$ cat config.mk
export PLATFORM = sky130hd
export DESIGN_NAME = uyvy_byte_offset_detector_flat
export DESIGN_NICKNAME = d
export VERILOG_FILES = /design/src/rtl/core/ubod_pkg.sv /design/src/rtl/core/ubod_if.sv /design/src/rtl/core/ubod_accum.sv /design/src/rtl/core/ubod_vote.sv /design/src/rtl/core/uyvy_byte_offset_detector.sv /design/src/flat_wrapper.sv
export SDC_FILE = /design/constraint.sdc
export NUM_CORES = 2
export LEC_CHECK = 0
export ABC_AREA = 0
export BUFFER_PORTS_ARGS = -buffer_cell sky130_fd_sc_hd__clkbuf_2
export CORE_UTILIZATION = 50
export CTS_CLUSTER_DIAMETER = 80
export CTS_CLUSTER_SIZE = 24
export DETAILED_ROUTE_END_ITERATION = 6
export PLACE_DENSITY = 0.71
export SYNTH_ARGS = -nofsm -noshare
export SYNTH_HDL_FRONTEND = slang
export SYNTH_SLANG_ARGS = --single-unit
export TNS_END_PERCENT = 50
$ cat constraint.sdc
create_clock -name clk -period 45.8 [get_ports clk]
set_input_delay 4.58 -clock clk [delete_from_list [all_inputs] [get_ports clk]]
set_output_delay 4.58 -clock clk [all_outputs]
set_load 0.005 [all_outputs]
$ cat src/rtl/core/ubod_pkg.sv
// Shared constants and types for the UYVY byte-offset detector.
// No dependencies; every other file of the block imports this package.
package ubod_pkg;

  // Fixed field widths
  localparam int BYTE_W       = 8;
  localparam int LINE_LEN_W   = 13;
  localparam int FRAME_ROWS_W = 11;
  localparam int CFG_IDX_W    = 2;
  localparam int CFG_DATA_W   = 13;

  // Register reset values and lower limits
  localparam int RB_RESET = 1440;
  localparam int FR_RESET = 240;
  localparam int RB_MIN   = 4;
  localparam int FR_MIN   = 3;

  // Neutral chroma level
  localparam logic [BYTE_W-1:0] MID_LEVEL = 8'd128;

  // x/3 == (x * DIV3_MUL) >> DIV3_SHIFT, exact for x below 32768
  localparam int DIV3_MUL   = 21846;
  localparam int DIV3_SHIFT = 16;

  // Configuration register indexes
  typedef enum logic [CFG_IDX_W-1:0] {
    REG_LINE_LEN   = 2'd0,
    REG_FRAME_ROWS = 2'd1
  } cfg_reg_t;

  // Frame tracker status
  typedef struct packed {
    logic frame_active;  // a frame is in progress
    logic frame_end;     // this transfer closes the frame
  } acc_status_t;

endpackage

$ cat src/rtl/core/ubod_if.sv
// Channel interfaces of the UYVY byte-offset detector: input bytes,
// results and configuration writes. Depends on ubod_pkg.

interface ubod_in_if import ubod_pkg::*; ();
  logic              valid;
  logic              ready;
  logic [BYTE_W-1:0] data_byte;
  logic              frame_start;

  modport source (output valid, data_byte, frame_start, input ready);
  modport sink   (input valid, data_byte, frame_start, output ready);
endinterface

interface ubod_out_if import ubod_pkg::*; ();
  logic valid;
  logic ready;
  logic shift_needed;
  logic chroma_vote;

  modport source (output valid, shift_needed, chroma_vote, input ready);
  modport sink   (input valid, shift_needed, chroma_vote, output ready);
endinterface

interface ubod_cfg_if import ubod_pkg::*; ();
  logic                  valid;
  logic                  ready;
  logic [CFG_IDX_W-1:0]  index;
  logic [CFG_DATA_W-1:0] data;

  modport source (output valid, index, data, input ready);
  modport sink   (input valid, index, data, output ready);
endinterface

$ cat src/rtl/core/ubod_accum.sv
// Frame tracker and per-parity accumulators of the byte-offset detector.
// Depends on ubod_pkg.
module ubod_accum import ubod_pkg::*; #(
  parameter int MAX_ROW_BYTES = 4096,
  parameter int MAX_ROWS      = 1024,
  localparam int BIR_W = $clog2(MAX_ROW_BYTES),
  localparam int RB_W  = $clog2(MAX_ROW_BYTES + 1),
  localparam int ROW_W = $clog2(MAX_ROWS),
  localparam int CNT_W = $clog2(MAX_ROW_BYTES + 2),
  localparam int SUM_W = BYTE_W + CNT_W,
  localparam int SQ_W  = 2 * BYTE_W + CNT_W,
  localparam int DEV_W = BYTE_W + CNT_W
) (
  input  logic              clk,
  input  logic              rst_n,
  input  logic              in_fire,
  input  logic [BYTE_W-1:0] data_byte,
  input  logic              frame_start,
  input  logic [RB_W-1:0]   rb,
  input  logic [ROW_W-1:0]  row_a,
  input  logic [ROW_W-1:0]  row_b,
  output acc_status_t       status,
  output logic [SUM_W-1:0]  e_sum,
  output logic [SUM_W-1:0]  o_sum,
  output logic [SQ_W-1:0]   e_sq,
  output logic [SQ_W-1:0]   o_sq,
  output logic [DEV_W-1:0]  e_dev,
  output logic [DEV_W-1:0]  o_dev
);

  logic [BIR_W-1:0] bir_r, bir_nxt;
  logic [ROW_W-1:0] row_r, row_nxt;
  logic             done_r, done_nxt;
  logic [SUM_W-1:0] e_sum_r, o_sum_r, e_sum_nxt, o_sum_nxt;
  logic [SQ_W-1:0]  e_sq_r, o_sq_r, e_sq_nxt, o_sq_nxt;
  logic [DEV_W-1:0] e_dev_r, o_dev_r, e_dev_nxt, o_dev_nxt;

  logic [BIR_W-1:0]    cur_bir;
  logic [ROW_W-1:0]    cur_row;
  logic                cur_done;
  logic [RB_W-1:0]     n4;
  logic [BYTE_W-1:0]   dev;
  logic [2*BYTE_W-1:0] sq;
  logic                sampled;
  logic                in_dev;
  logic                row_end;
  logic                last_row;

  // Byte-level terms
  assign n4  = {rb[RB_W-1:2], 2'b00};
  assign dev = (data_byte >= MID_LEVEL) ? (data_byte - MID_LEVEL) : (MID_LEVEL - data_byte);
  assign sq  = (2*BYTE_W)'(data_byte) * (2*BYTE_W)'(data_byte);

  // A start byte sees cleared state
  assign cur_bir  = frame_start ? '0 : bir_r;
  assign cur_row  = frame_start ? '0 : row_r;
  assign cur_done = frame_start ? 1'b0 : done_r;

  assign sampled  = (cur_row == row_a) || (cur_row == row_b);
  assign in_dev   = RB_W'(cur_bir) < n4;
  assign row_end  = ((RB_W+1)'(cur_bir) + (RB_W+1)'(1)) >= (RB_W+1)'(rb);
  assign last_row = cur_row >= row_b;

  // Next state of counters and accumulators
  always_comb begin
    bir_nxt   = cur_bir;
    row_nxt   = cur_row;
    done_nxt  = cur_done;
    e_sum_nxt = frame_start ? '0 : e_sum_r;
    o_sum_nxt = frame_start ? '0 : o_sum_r;
    e_sq_nxt  = frame_start ? '0 : e_sq_r;
    o_sq_nxt  = frame_start ? '0 : o_sq_r;
    e_dev_nxt = frame_start ? '0 : e_dev_r;
    o_dev_nxt = frame_start ? '0 : o_dev_r;
    if (!cur_done) begin
      if (sampled) begin
        if (cur_bir[0]) begin
          o_sum_nxt = o_sum_nxt + SUM_W'(data_byte);
          o_sq_nxt  = o_sq_nxt + SQ_W'(sq);
          if (in_dev) o_dev_nxt = o_dev_nxt + DEV_W'(dev);
        end else begin
          e_sum_nxt = e_sum_nxt + SUM_W'(data_byte);
          e_sq_nxt  = e_sq_nxt + SQ_W'(sq);
          if (in_dev) e_dev_nxt = e_dev_nxt + DEV_W'(dev);
        end
      end
      if (row_end) begin
        bir_nxt = '0;
        if (last_row) done_nxt = 1'b1;
        else          row_nxt  = cur_row + ROW_W'(1);
      end else begin
        bir_nxt = cur_bir + BIR_W'(1);
      end
    end
  end

  // Control state
  always_ff @(posedge clk) begin
    if (!rst_n) begin
      bir_r  <= '0;
      row_r  <= '0;
      done_r <= 1'b1;
    end else if (in_fire) begin
      bir_r  <= bir_nxt;
      row_r  <= row_nxt;
      done_r <= done_nxt;
    end
  end

  // Accumulators, cleared by the start byte
  always_ff @(posedge clk) begin
    if (in_fire) begin
      e_sum_r <= e_sum_nxt;
      o_sum_r <= o_sum_nxt;
      e_sq_r  <= e_sq_nxt;
      o_sq_r  <= o_sq_nxt;
      e_dev_r <= e_dev_nxt;
      o_dev_r <= o_dev_nxt;
    end
  end

  assign status.frame_active = !done_r;
  assign status.frame_end    = in_fire && !cur_done && row_end && last_row;

  // Final sums including the closing byte
  assign e_sum = e_sum_nxt;
  assign o_sum = o_sum_nxt;
  assign e_sq  = e_sq_nxt;
  assign o_sq  = o_sq_nxt;
  assign e_dev = e_dev_nxt;
  assign o_dev = o_dev_nxt;

endmodule

$ cat src/rtl/core/ubod_vote.sv
// Variance and chroma vote pipeline: snapshot, products, differences,
// result register, each stage elastic. Depends on ubod_pkg.
module ubod_vote import ubod_pkg::*; #(
  parameter int MAX_ROW_BYTES = 4096,
  localparam int RB_W   = $clog2(MAX_ROW_BYTES + 1),
  localparam int CNT_W  = $clog2(MAX_ROW_BYTES + 2),
  localparam int SUM_W  = BYTE_W + CNT_W,
  localparam int SQ_W   = 2 * BYTE_W + CNT_W,
  localparam int DEV_W  = BYTE_W + CNT_W,
  localparam int P_W    = SQ_W + RB_W,
  localparam int Q_W    = 2 * SUM_W,
  localparam int PROD_W = (P_W > Q_W) ? P_W : Q_W,
  localparam int VAR_W  = PROD_W + 1
) (
  input  logic             clk,
  input  logic             rst_n,
  input  logic             snap_valid,
  output logic             snap_ready,
  input  logic [SUM_W-1:0] e_sum,
  input  logic [SUM_W-1:0] o_sum,
  input  logic [SQ_W-1:0]  e_sq,
  input  logic [SQ_W-1:0]  o_sq,
  input  logic [DEV_W-1:0] e_dev,
  input  logic [DEV_W-1:0] o_dev,
  input  logic [RB_W-1:0]  rb,
  output logic             out_valid,
  input  logic             out_ready,
  output logic             shift_needed,
  output logic             chroma_vote
);

  logic v1_r, v2_r, v3_r, vo_r;
  logic rdy1, rdy2, rdy3, rdy_o;

  logic [SUM_W-1:0] e_sum1_r, o_sum1_r;
  logic [SQ_W-1:0]  e_sq1_r, o_sq1_r;
  logic [DEV_W-1:0] e_dev1_r, o_dev1_r;
  logic [RB_W-1:0]  rb1_r;

  logic [P_W-1:0]   e_p2_r, o_p2_r;
  logic [Q_W-1:0]   e_q2_r, o_q2_r;
  logic             chroma2_r;

  logic signed [VAR_W-1:0] var_e3_r, var_o3_r;
  logic                    chroma3_r;

  logic shift_r, chroma_r;

  logic [P_W-1:0]          e_p_nxt, o_p_nxt;
  logic [Q_W-1:0]          e_q_nxt, o_q_nxt;
  logic signed [VAR_W-1:0] var_e_nxt, var_o_nxt;

  // Stage readiness, back from the result register
  assign rdy_o      = !vo_r || out_ready;
  assign rdy3       = !v3_r || rdy_o;
  assign rdy2       = !v2_r || rdy3;
  assign rdy1       = !v1_r || rdy2;
  assign snap_ready = rdy1;

  // Valid bits
  always_ff @(posedge clk) begin
    if (!rst_n) begin
      v1_r <= 1'b0;
      v2_r <= 1'b0;
      v3_r <= 1'b0;
      vo_r <= 1'b0;
    end else begin
      if (rdy1)  v1_r <= snap_valid;
      if (rdy2)  v2_r <= v1_r;
      if (rdy3)  v3_r <= v2_r;
      if (rdy_o) vo_r <= v3_r;
    end
  end

  // Snapshot of the frame sums
  always_ff @(posedge clk) begin
    if (snap_valid && rdy1) begin
      e_sum1_r <= e_sum;
      o_sum1_r <= o_sum;
      e_sq1_r  <= e_sq;
      o_sq1_r  <= o_sq;
      e_dev1_r <= e_dev;
      o_dev1_r <= o_dev;
      rb1_r    <= rb;
    end
  end

  // Products: square sum times count, sum squared
  assign e_p_nxt = P_W'(e_sq1_r) * P_W'(rb1_r);
  assign o_p_nxt = P_W'(o_sq1_r) * P_W'(rb1_r);
  assign e_q_nxt = Q_W'(e_sum1_r) * Q_W'(e_sum1_r);
  assign o_q_nxt = Q_W'(o_sum1_r) * Q_W'(o_sum1_r);

  always_ff @(posedge clk) begin
    if (v1_r && rdy2) begin
      e_p2_r    <= e_p_nxt;
      o_p2_r    <= o_p_nxt;
      e_q2_r    <= e_q_nxt;
      o_q2_r    <= o_q_nxt;
      chroma2_r <= o_dev1_r < e_dev1_r;
    end
  end

  // Variance terms, may go negative
  assign var_e_nxt = $signed({1'b0, PROD_W'(e_p2_r)}) - $signed({1'b0, PROD_W'(e_q2_r)});
  assign var_o_nxt = $signed({1'b0, PROD_W'(o_p2_r)}) - $signed({1'b0, PROD_W'(o_q2_r)});

  always_ff @(posedge clk) begin
    if (v2_r && rdy3) begin
      var_e3_r  <= var_e_nxt;
      var_o3_r  <= var_o_nxt;
      chroma3_r <= chroma2_r;
    end
  end

  // Result register
  always_ff @(posedge clk) begin
    if (v3_r && rdy_o) begin
      shift_r  <= var_e3_r > var_o3_r;
      chroma_r <= chroma3_r;
    end
  end

  assign out_valid    = vo_r;
  assign shift_needed = shift_r;
  assign chroma_vote  = chroma_r;

endmodule

$ cat src/rtl/core/uyvy_byte_offset_detector.sv
// UYVY byte-offset detector, top level: configuration registers, frame
// tracker and vote pipeline. Depends on ubod_pkg, ubod_if, ubod_accum, ubod_vote.
//
// Usage:
//   in_ch carries one frame byte per transfer; frame_start marks a frame's
//   first byte. Bytes outside a frame are taken and dropped. Two rows,
//   frame_rows/3 and 2*frame_rows/3, feed the even/odd statistics.
//   out_ch gives one result per frame (shift_needed, chroma_vote).
//   cfg_ch writes the row length in bytes (index 0) or frame_rows (index 1);
//   it is always ready, other indexes are dropped. Write it only while idle.
// Timing:
//   One byte per cycle sustained while in_ch.ready is high. out_ch.valid
//   rises once the transfer of the last byte of the second sampled row has
//   passed the snapshot, multiply, subtract and compare stages, each one register.
//   A stalled receiver fills the result stages one by one; in_ch.ready drops
//   only once the snapshot stage is held as well, and rises as soon as it
//   drains.
// Reset:
//   rst_n low for one cycle sets row length 1440, frame_rows 240, no frame in
//   progress and an empty result pipeline.
module uyvy_byte_offset_detector import ubod_pkg::*; #(
  parameter int MAX_ROW_BYTES = 4096,
  parameter int MAX_ROWS      = 1024
) (
  input  logic          clk,
  input  logic          rst_n,
  ubod_in_if.sink       in_ch,
  ubod_out_if.source    out_ch,
  ubod_cfg_if.sink      cfg_ch
);

  localparam int RB_W  = $clog2(MAX_ROW_BYTES + 1);
  localparam int ROW_W = $clog2(MAX_ROWS);
  localparam int CNT_W = $clog2(MAX_ROW_BYTES + 2);
  localparam int SUM_W = BYTE_W + CNT_W;
  localparam int SQ_W  = 2 * BYTE_W + CNT_W;
  localparam int DEV_W = BYTE_W + CNT_W;
  localparam int DIV_W = FRAME_ROWS_W + 1 + DIV3_SHIFT;

  localparam int RB_RST   = (RB_RESET > MAX_ROW_BYTES) ? MAX_ROW_BYTES : RB_RESET;
  localparam int FR_RST   = (FR_RESET > MAX_ROWS) ? MAX_ROWS : FR_RESET;
  localparam int ROWA_RST = FR_RST / 3;
  localparam int ROWB_RST = (2 * FR_RST) / 3;

  logic [RB_W-1:0]  rb_r;
  logic [ROW_W-1:0] row_a_r, row_b_r;

  logic [31:0]             rb_cfg, fr_cfg, rb_clamp, fr_clamp;
  logic [FRAME_ROWS_W-1:0] fr_eff;
  logic [DIV_W-1:0]        prod_a, prod_b;

  logic             in_fire;
  logic             snap_ready;
  acc_status_t      acc_status;
  logic [SUM_W-1:0] e_sum, o_sum;
  logic [SQ_W-1:0]  e_sq, o_sq;
  logic [DEV_W-1:0] e_dev, o_dev;

  // Configuration: clamp on write, precompute the sampled rows
  assign cfg_ch.ready = 1'b1;
  assign rb_cfg   = 32'(cfg_ch.data[LINE_LEN_W-1:0]);
  assign fr_cfg   = 32'(cfg_ch.data[FRAME_ROWS_W-1:0]);
  assign rb_clamp = (rb_cfg < 32'(RB_MIN)) ? 32'(RB_MIN) :
                    (rb_cfg > 32'(MAX_ROW_BYTES)) ? 32'(MAX_ROW_BYTES) : rb_cfg;
  assign fr_clamp = (fr_cfg < 32'(FR_MIN)) ? 32'(FR_MIN) :
                    (fr_cfg > 32'(MAX_ROWS)) ? 32'(MAX_ROWS) : fr_cfg;
  assign fr_eff   = FRAME_ROWS_W'(fr_clamp);
  assign prod_a   = DIV_W'(fr_eff) * DIV_W'(DIV3_MUL);
  assign prod_b   = DIV_W'({fr_eff, 1'b0}) * DIV_W'(DIV3_MUL);

  always_ff @(posedge clk) begin
    if (!rst_n) begin
      rb_r    <= RB_W'(RB_RST);
      row_a_r <= ROW_W'(ROWA_RST);
      row_b_r <= ROW_W'(ROWB_RST);
    end else if (cfg_ch.valid) begin
      case (cfg_reg_t'(cfg_ch.index))
        REG_LINE_LEN: begin
          rb_r <= RB_W'(rb_clamp);
        end
        REG_FRAME_ROWS: begin
          row_a_r <= ROW_W'(prod_a >> DIV3_SHIFT);
          row_b_r <= ROW_W'(prod_b >> DIV3_SHIFT);
        end
        default: begin
        end
      endcase
    end
  end

  // Input transfer
  assign in_ch.ready = snap_ready;
  assign in_fire     = in_ch.valid && in_ch.ready;

  ubod_accum #(
    .MAX_ROW_BYTES (MAX_ROW_BYTES),
    .MAX_ROWS      (MAX_ROWS)
  ) u_accum (
    .clk         (clk),
    .rst_n       (rst_n),
    .in_fire     (in_fire),
    .data_byte   (in_ch.data_byte),
    .frame_start (in_ch.frame_start),
    .rb          (rb_r),
    .row_a       (row_a_r),
    .row_b       (row_b_r),
    .status      (acc_status),
    .e_sum       (e_sum),
    .o_sum       (o_sum),
    .e_sq        (e_sq),
    .o_sq        (o_sq),
    .e_dev       (e_dev),
    .o_dev       (o_dev)
  );

  ubod_vote #(
    .MAX_ROW_BYTES (MAX_ROW_BYTES)
  ) u_vote (
    .clk          (clk),
    .rst_n        (rst_n),
    .snap_valid   (acc_status.frame_end),
    .snap_ready   (snap_ready),
    .e_sum        (e_sum),
    .o_sum        (o_sum),
    .e_sq         (e_sq),
    .o_sq         (o_sq),
    .e_dev        (e_dev),
    .o_dev        (o_dev),
    .rb           (rb_r),
    .out_valid    (out_ch.valid),
    .out_ready    (out_ch.ready),
    .shift_needed (out_ch.shift_needed),
    .chroma_vote  (out_ch.chroma_vote)
  );

`ifndef SYNTH
  // Bytes outside a frame never close one
  a_idle_no_end: assert property (@(posedge clk) disable iff (!rst_n)
    (in_fire && !in_ch.frame_start && !acc_status.frame_active) |-> !acc_status.frame_end)
    else $error("frame end without a frame in progress");

  // After the closing byte the tracker waits for the next start
  a_end_goes_idle: assert property (@(posedge clk) disable iff (!rst_n)
    acc_status.frame_end |=> !acc_status.frame_active)
    else $error("frame still active after its result");

  // A start byte opens a frame; it can never close it at once
  a_start_opens: assert property (@(posedge clk) disable iff (!rst_n)
    (in_fire && in_ch.frame_start) |=> acc_status.frame_active)
    else $error("start byte did not open a frame");
`endif

endmodule
$ cat src/flat_wrapper.sv
// flat-port wrapper written by rule: the top's interface ports become plain ports
module uyvy_byte_offset_detector_flat import ubod_pkg::*;
#(
  parameter int MAX_ROW_BYTES = 4096,
  parameter int MAX_ROWS      = 1024
)
  (clk, rst_n, in_ch_valid, in_ch_data_byte, in_ch_frame_start, in_ch_ready, out_ch_valid, out_ch_shift_needed, out_ch_chroma_vote, out_ch_ready, cfg_ch_valid, cfg_ch_index, cfg_ch_data, cfg_ch_ready);
  ubod_in_if in_ch_i ();
  ubod_out_if out_ch_i ();
  ubod_cfg_if cfg_ch_i ();
  input  logic clk;
  input  logic rst_n;
  input wire logic [$bits(in_ch_i.valid)-1:0] in_ch_valid;
  input wire logic [$bits(in_ch_i.data_byte)-1:0] in_ch_data_byte;
  input wire logic [$bits(in_ch_i.frame_start)-1:0] in_ch_frame_start;
  output wire logic [$bits(in_ch_i.ready)-1:0] in_ch_ready;
  output wire logic [$bits(out_ch_i.valid)-1:0] out_ch_valid;
  output wire logic [$bits(out_ch_i.shift_needed)-1:0] out_ch_shift_needed;
  output wire logic [$bits(out_ch_i.chroma_vote)-1:0] out_ch_chroma_vote;
  input wire logic [$bits(out_ch_i.ready)-1:0] out_ch_ready;
  input wire logic [$bits(cfg_ch_i.valid)-1:0] cfg_ch_valid;
  input wire logic [$bits(cfg_ch_i.index)-1:0] cfg_ch_index;
  input wire logic [$bits(cfg_ch_i.data)-1:0] cfg_ch_data;
  output wire logic [$bits(cfg_ch_i.ready)-1:0] cfg_ch_ready;
  assign in_ch_i.valid = in_ch_valid;
  assign in_ch_i.data_byte = in_ch_data_byte;
  assign in_ch_i.frame_start = in_ch_frame_start;
  assign in_ch_ready = in_ch_i.ready;
  assign out_ch_valid = out_ch_i.valid;
  assign out_ch_shift_needed = out_ch_i.shift_needed;
  assign out_ch_chroma_vote = out_ch_i.chroma_vote;
  assign out_ch_i.ready = out_ch_ready;
  assign cfg_ch_i.valid = cfg_ch_valid;
  assign cfg_ch_i.index = cfg_ch_index;
  assign cfg_ch_i.data = cfg_ch_data;
  assign cfg_ch_ready = cfg_ch_i.ready;
  uyvy_byte_offset_detector #(.MAX_ROW_BYTES(MAX_ROW_BYTES), .MAX_ROWS(MAX_ROWS)) u_core (.clk(clk), .rst_n(rst_n), .in_ch(in_ch_i), .out_ch(out_ch_i), .cfg_ch(cfg_ch_i));
endmodule
# After elaboration in Yosys (flattened, before gate mapping)
# Cells that the tools add are included.
# op_classes
addsub	13
n_mux	42
reduce_logical	21
magnitude_cmp	10
n_eq_ne	3
multipliers	7
# op_table
cell	n
two-way mux 21 bit	18
two-way mux 29 bit	8
subtractor 42 x 42 -> 43 bit	2
adder 21 x 8 -> 21 bit	4
multiplier 21 x 21 -> 42 bit	2
multiplier 29 x 13 -> 42 bit	2
adder 29 x 16 -> 29 bit	2
> comparator 43 bit	1
two-way mux 10 bit	4
two-way mux 12 bit	3
two-way mux 13 bit	2
multiplier 11 x 14 -> 25 bit (second input constant)	1
multiplier 11 x 14 -> 24 bit (second input constant)	1
two-way mux 11 bit	2
less-than comparator 21 bit	1
== test 10 bit	2
multiplier 8 x 8 -> 16 bit	1
adder 12 x 1 -> 13 bit (second input constant)	1
>= comparator 13 bit	1
> comparator 13 bit (second input constant)	1
less-than comparator 12 x 13 -> 1 bit	1
less-than comparator 13 x 3 -> 1 bit (second input constant)	1
adder 12 x 1 -> 12 bit (second input constant)	1
> comparator 11 bit (second input constant)	1
14 further kinds	33
# totals
ff_bits	615
wordCells	129

# Depth between registers and ports, before layout
# depth
ltp_word	10
ltp_mapped	30
mapped_depth_nobuf	28

# Cells and area by module
# A second synthesis with hierarchy kept.
# unflattened
hier_cells	8724
area_unflattened_um2	84476.0
# modules_own_cells
mod	cells_per_inst	n_inst	seq_area_each_um2	area_per_inst_um2
ubod_vote	6745	1	12421.9	66492.5
ubod_accum	1599	1	4724.5	14478.9
uyvy_byte_offset_detector	380	1	480.5	3504.6

# Least setup slack after synthesis
# Ideal clock, no wire load.
# synth_path
kind	input-to-reg
startpoint	input out_ch_ready
endpoint	register u_core.u_vote.chroma2_r (enable)
cell_stages	3
path_slack_ns	27.973
required_time_ns	44.851
t_arrival_ns	16.877
setup_time_ns	0.949
cell_sequence	nor2b_1 -> and2_1 -> a21boi_0
# synth_via
elab_chain_cells	4
# synth_rtl
element	line	text
start, declared	flat_wrapper.sv:20	input wire logic [$bits(out_ch_i.ready)-1:0] out_ch_ready;
logical OR 1 bit	ubod_vote.sv:54	assign rdy_o = !vo_r || out_ready;
logical OR 1 bit	ubod_vote.sv:55	assign rdy3 = !v3_r || rdy_o;
logical OR 1 bit	ubod_vote.sv:56	assign rdy2 = !v2_r || rdy3;
logical AND 1 bit	ubod_vote.sv:95	if (v1_r && rdy2) begin
end signal, assigned	ubod_vote.sv:100	chroma2_r <= o_dev1_r < e_dev1_r;
end, declared	ubod_vote.sv:42	logic chroma2_r;
# No other way between the ends.
# A chain may end at the register's enable or synchronous reset.

# Worst setup path in the final report
# layout_path
startpoint	input in_ch_data_byte[5]
endpoint	register u_core.u_accum.e_sq_r[28] (data pin)
# layout_via
elab_chain_cells	5
# layout_rtl
element	line	text
start, declared	flat_wrapper.sv:14	input wire logic [$bits(in_ch_i.data_byte)-1:0] in_ch_data_byte;
multiplier 8 x 8 -> 16 bit	ubod_accum.sv:52	assign sq = (2*BYTE_W)'(data_byte) * (2*BYTE_W)'(data_byte);
adder 29 x 16 -> 29 bit	ubod_accum.sv:83	e_sq_nxt = e_sq_nxt + SQ_W'(sq);
two-way mux 29 bit	ubod_accum.sv:77	if (cur_bir[0]) begin
two-way mux 29 bit	ubod_accum.sv:76	if (sampled) begin
two-way mux 29 bit	ubod_accum.sv:75	if (!cur_done) begin
via u_core.e_sq[28]	uyvy_byte_offset_detector.sv:56	logic [SQ_W-1:0] e_sq, o_sq;
end signal, assigned	ubod_accum.sv:115	e_sq_r <= e_sq_nxt;
end, declared	ubod_accum.sv:35	logic [SQ_W-1:0] e_sq_r, o_sq_r, e_sq_nxt, o_sq_nxt;
# The timed path passes the listed nets, and every way through them passes these cells.

==> impl_metrics.toml <==
[synth]
yosys_warnings = 0
synth_flop_cell = "edfxtp_1"
synthMuxAreaShare = 0.00329
synth_area_leaders = "fa_1, edfxtp_1, ha_1"
synth-async-reset-ratio = 0
yosys.area_share.simple = 0.138
synth_xor_area_frac = 0.0402
synth_top_area_frac = 0.306
yosysTopAreaCell = "fa_1"
ys_types = 101
netlist_area_um2 = 83600
synth-seq-cells = 604
synth_fa_ha_area_frac = 0.430
postSynthCellCount = 8590
syn_area_per_cell_um2 = 9.73
netlist_top_cells_count = "inv_1, fa_1, nand2_1"
synth_top_family_by_area = "adder cells"
ys_seq_area_frac = 0.211
yosysMostFrequentCell = "inv_1"
synth_nets = 10700
synth_compound_area_frac = 0.0860
synth_edf_count = 553

[sta]
rsz0062_at_grt = "no"
worst_slack_ps = 35180
setup-tns-final_ps = 0
tightest_slew_ps = 1210
fin_crit_sh = 0.232
fin_hold_ws_ps = 442
slew_viol_final = 0
setup_viol = 0
hold_violations = 0
clock_skew_ps = 32.9
relSlewSlack = 0.191
fin_crit_ps = 10620
fmax_mhz = 94.2

[min_path]
whs_path_depth = 0
hold_path_class = "reg -> reg"
holdPathEnd = "u_core.u_vote.chroma_vote$_DFFE_PP_"
min_from = "u_core.u_vote.chroma3_r$_DFFE_PP_"

[die]
start_util = 0.505
rows = 149
dieHeight_um = 411
pin_count = 34
dieArea_um2 = 169000
die_width_um = 411
core_area_um2 = 165000

[finish]
fillers = 14600
stdcell_count = 10700
syn2layout_area_growth_pct = 4.40
layout-drive-gt1-share = 0.0280
nNetsFinal = 10600

[setup_path]
cp_slowest_stage_delay_ps = 620
critPathMaxFanout = 11
r2r-start = "u_core.u_vote.o_sum1_r[7]$_DFFE_PP_"
arrival_ps = 11080
r2r-end = "u_core.u_vote.o_q2_r[41]$_DFFE_PP_"
startpoint_type = "input pin"
crit_type = "in -> reg"
critPathSlowestCell = "o41ai_1"
cpMostUsedCell = "fa_1"
crit_required_ps = 46260
path_cells = "clkbuf_2, inv_1, nor2_1, fa_1, fa_1, inv_1, fa_1, inv_1, fa_1, ha_1, o21a_1, o211a_1, a311o_1, xor2_1, ha_1, nand2_1, o41ai_1, o211a_1, o211ai_1, and2_1, or3_1, a21oi_1"
r2r_setup_slack_ps = 37620
worst_setup_path_end_kind = "flip-flop"
reg2reg_depth = 27

[clock_network]
h-tree-depth = 2
path_clk_slew_ps = 100
postCtsSetupRepairBufs = 0
cts_max_path_buffers = 3
cts_tree = "built"
cts_sinks = 604
cts_resized = 0
postCtsHoldBufs = 0
root_buffer = "clkbuf_16"
cts_buffers = 39
insertion_delay_ps = 620

[route]
final_antenna_net_count = 0
drc = 0
first_iter_violations = 3691
wl_per_cell_um = 19.2
dr.pass1.iters = 6
dr_total_vias = 58700
via_per_inst = 5.51
totalWireLength_um = 205000

[placed_design]
place_ws_ps = 34540
io_buffers = 32
dp_hpwl_um = 159000
dpl.cell_count = 10600
gp_congestion = 0.958

[status]
status = "finished, final reports clean"

[grt]
grt_pass1_vias = 62600
antenna_found_initial = 6
grt_pass1_wl_um = 334000
track_usage = 0.250
grt_start_max_net_pins = 165
grt_overflow = 0

[power_and_ir_drop]
ir_drop_v = 0.0000321
leakage_nw = 42.1
power_density_nw_per_um2 = 15.1

[run]
maxCapViolCount = 0
## power by group
| group | total [mW] | switching, mW | leakage (nW) | internal [mW] |
|---|---|---|---|---|
| registers | 0.614 | 0.00688 | 5.56 | 0.607 |
| logic | 0.303 | 0.180 | 35.9 | 0.124 |
| clock network | 0.397 | 0.213 | 0.646 | 0.184 |
## layout make-up
class / instances / area (µm²) / area share
clock inverter: 26 / 350 / 0.00402
inverter: 1716 / 6440 / 0.0738
antenna: 1 / 2.50 / 0.0000287
multi-input combinational: 5973 / 58400 / 0.669
clock buffer: 43 / 991 / 0.0114
timing repair buffer: 101 / 709 / 0.00813
tap: 2189 / 2740 / 0.0314
sequential: 604 / 17600 / 0.202
## cell usage in the layout (no fill, tap or decap), drive strengths merged, types with 61 or more instances in the layout
cell type	netlist	layout
and2	456	456
clkbuf	287	74
edfxtp	553	553
nor3	61	61
nand2	989	989
o21ai	185	185
inv	1716	1729
nand4	62	62
ha	827	827
nand2b	67	67
buf	10	70
xnor2	251	251
nand3	89	89
xor2	126	126
a21oi	328	328
fa	1279	1279
nor2	298	298
a21o	192	192
nor2b	176	176
## worst max path at each step
stage / startpoint / slack, ps / depth (start not counted) / endpoint
finish: in_ch_data_byte[5] / 35180 / 22 / u_core.u_accum.e_sq_r[28]$_DFFE_PP_
floorplan: out_ch_ready / 27970 / 3 / u_core.u_vote.chroma2_r$_DFFE_PP_
detailed placement: in_ch_data_byte[5] / 34540 / 22 / u_core.u_accum.e_sq_r[28]$_DFFE_PP_
CTS: in_ch_data_byte[5] / 35180 / 22 / u_core.u_accum.e_sq_r[28]$_DFFE_PP_
global route: in_ch_frame_start / 34780 / 19 / u_core.u_vote.e_sq1_r[18]$_DFFE_PP_
global placement: in_ch_data_byte[5] / 34620 / 22 / u_core.u_accum.e_sq_r[28]$_DFFE_PP_
## stage by stage
stage,utilization,cell area (µm²),total power [mW]
3_3_place_gp,0.519,85900,0.920
6_report,0.528,87200,1.31
4_1_cts,0.528,87200,1.32
5_1_grt,0.528,87200,1.38
2_1_floorplan,-,83600,0.862
3_5_place_dp,0.519,85900,0.926
## flip-flops by register name, indices dropped and copies added (netlist names), 29 cells and up
name and cells:
u_core.u_vote.var_e3_r 43, u_core.u_vote.o_p2_r 42, u_core.u_vote.e_q2_r 41, u_core.u_vote.e_sq1_r 29
u_core.u_accum.o_sq_r 29, u_core.u_vote.o_sq1_r 29, u_core.u_vote.var_o3_r 43, u_core.u_vote.e_p2_r 42
u_core.u_vote.o_q2_r 41, u_core.u_accum.e_sq_r 29
## critical path: cells and delay by family
kind,cells,cell delay (ps)
xor gates and xnor gates,1,210
AOI/OAI and AO/OA,7,2140
adders and majority gates,6,2620
buffers and inverters,4,570
and+or+nand+nor,4,940
## cells by family after synthesis
group | count (synthesis)
other cells | 1
mux | 25
buf+inv | 2013
flops | 604
xor+xnor | 379
fa+ha+maj | 2107
simple gates | 2365
compound gates | 1096
## layer usage
metal | up-vias | global-route usage | routed length (µm)
met2 | 1721 | 0.432 | 101000
met4 | 0 | 0.0884 | 7840
met3 | 349 | 0.0276 | 11700
li1 | 27000 | - | -
met1 | 29600 | 0.324 | 84300
met5 | - | 0 | 0
No activity file was read; power rests on OpenSTA's default activity.
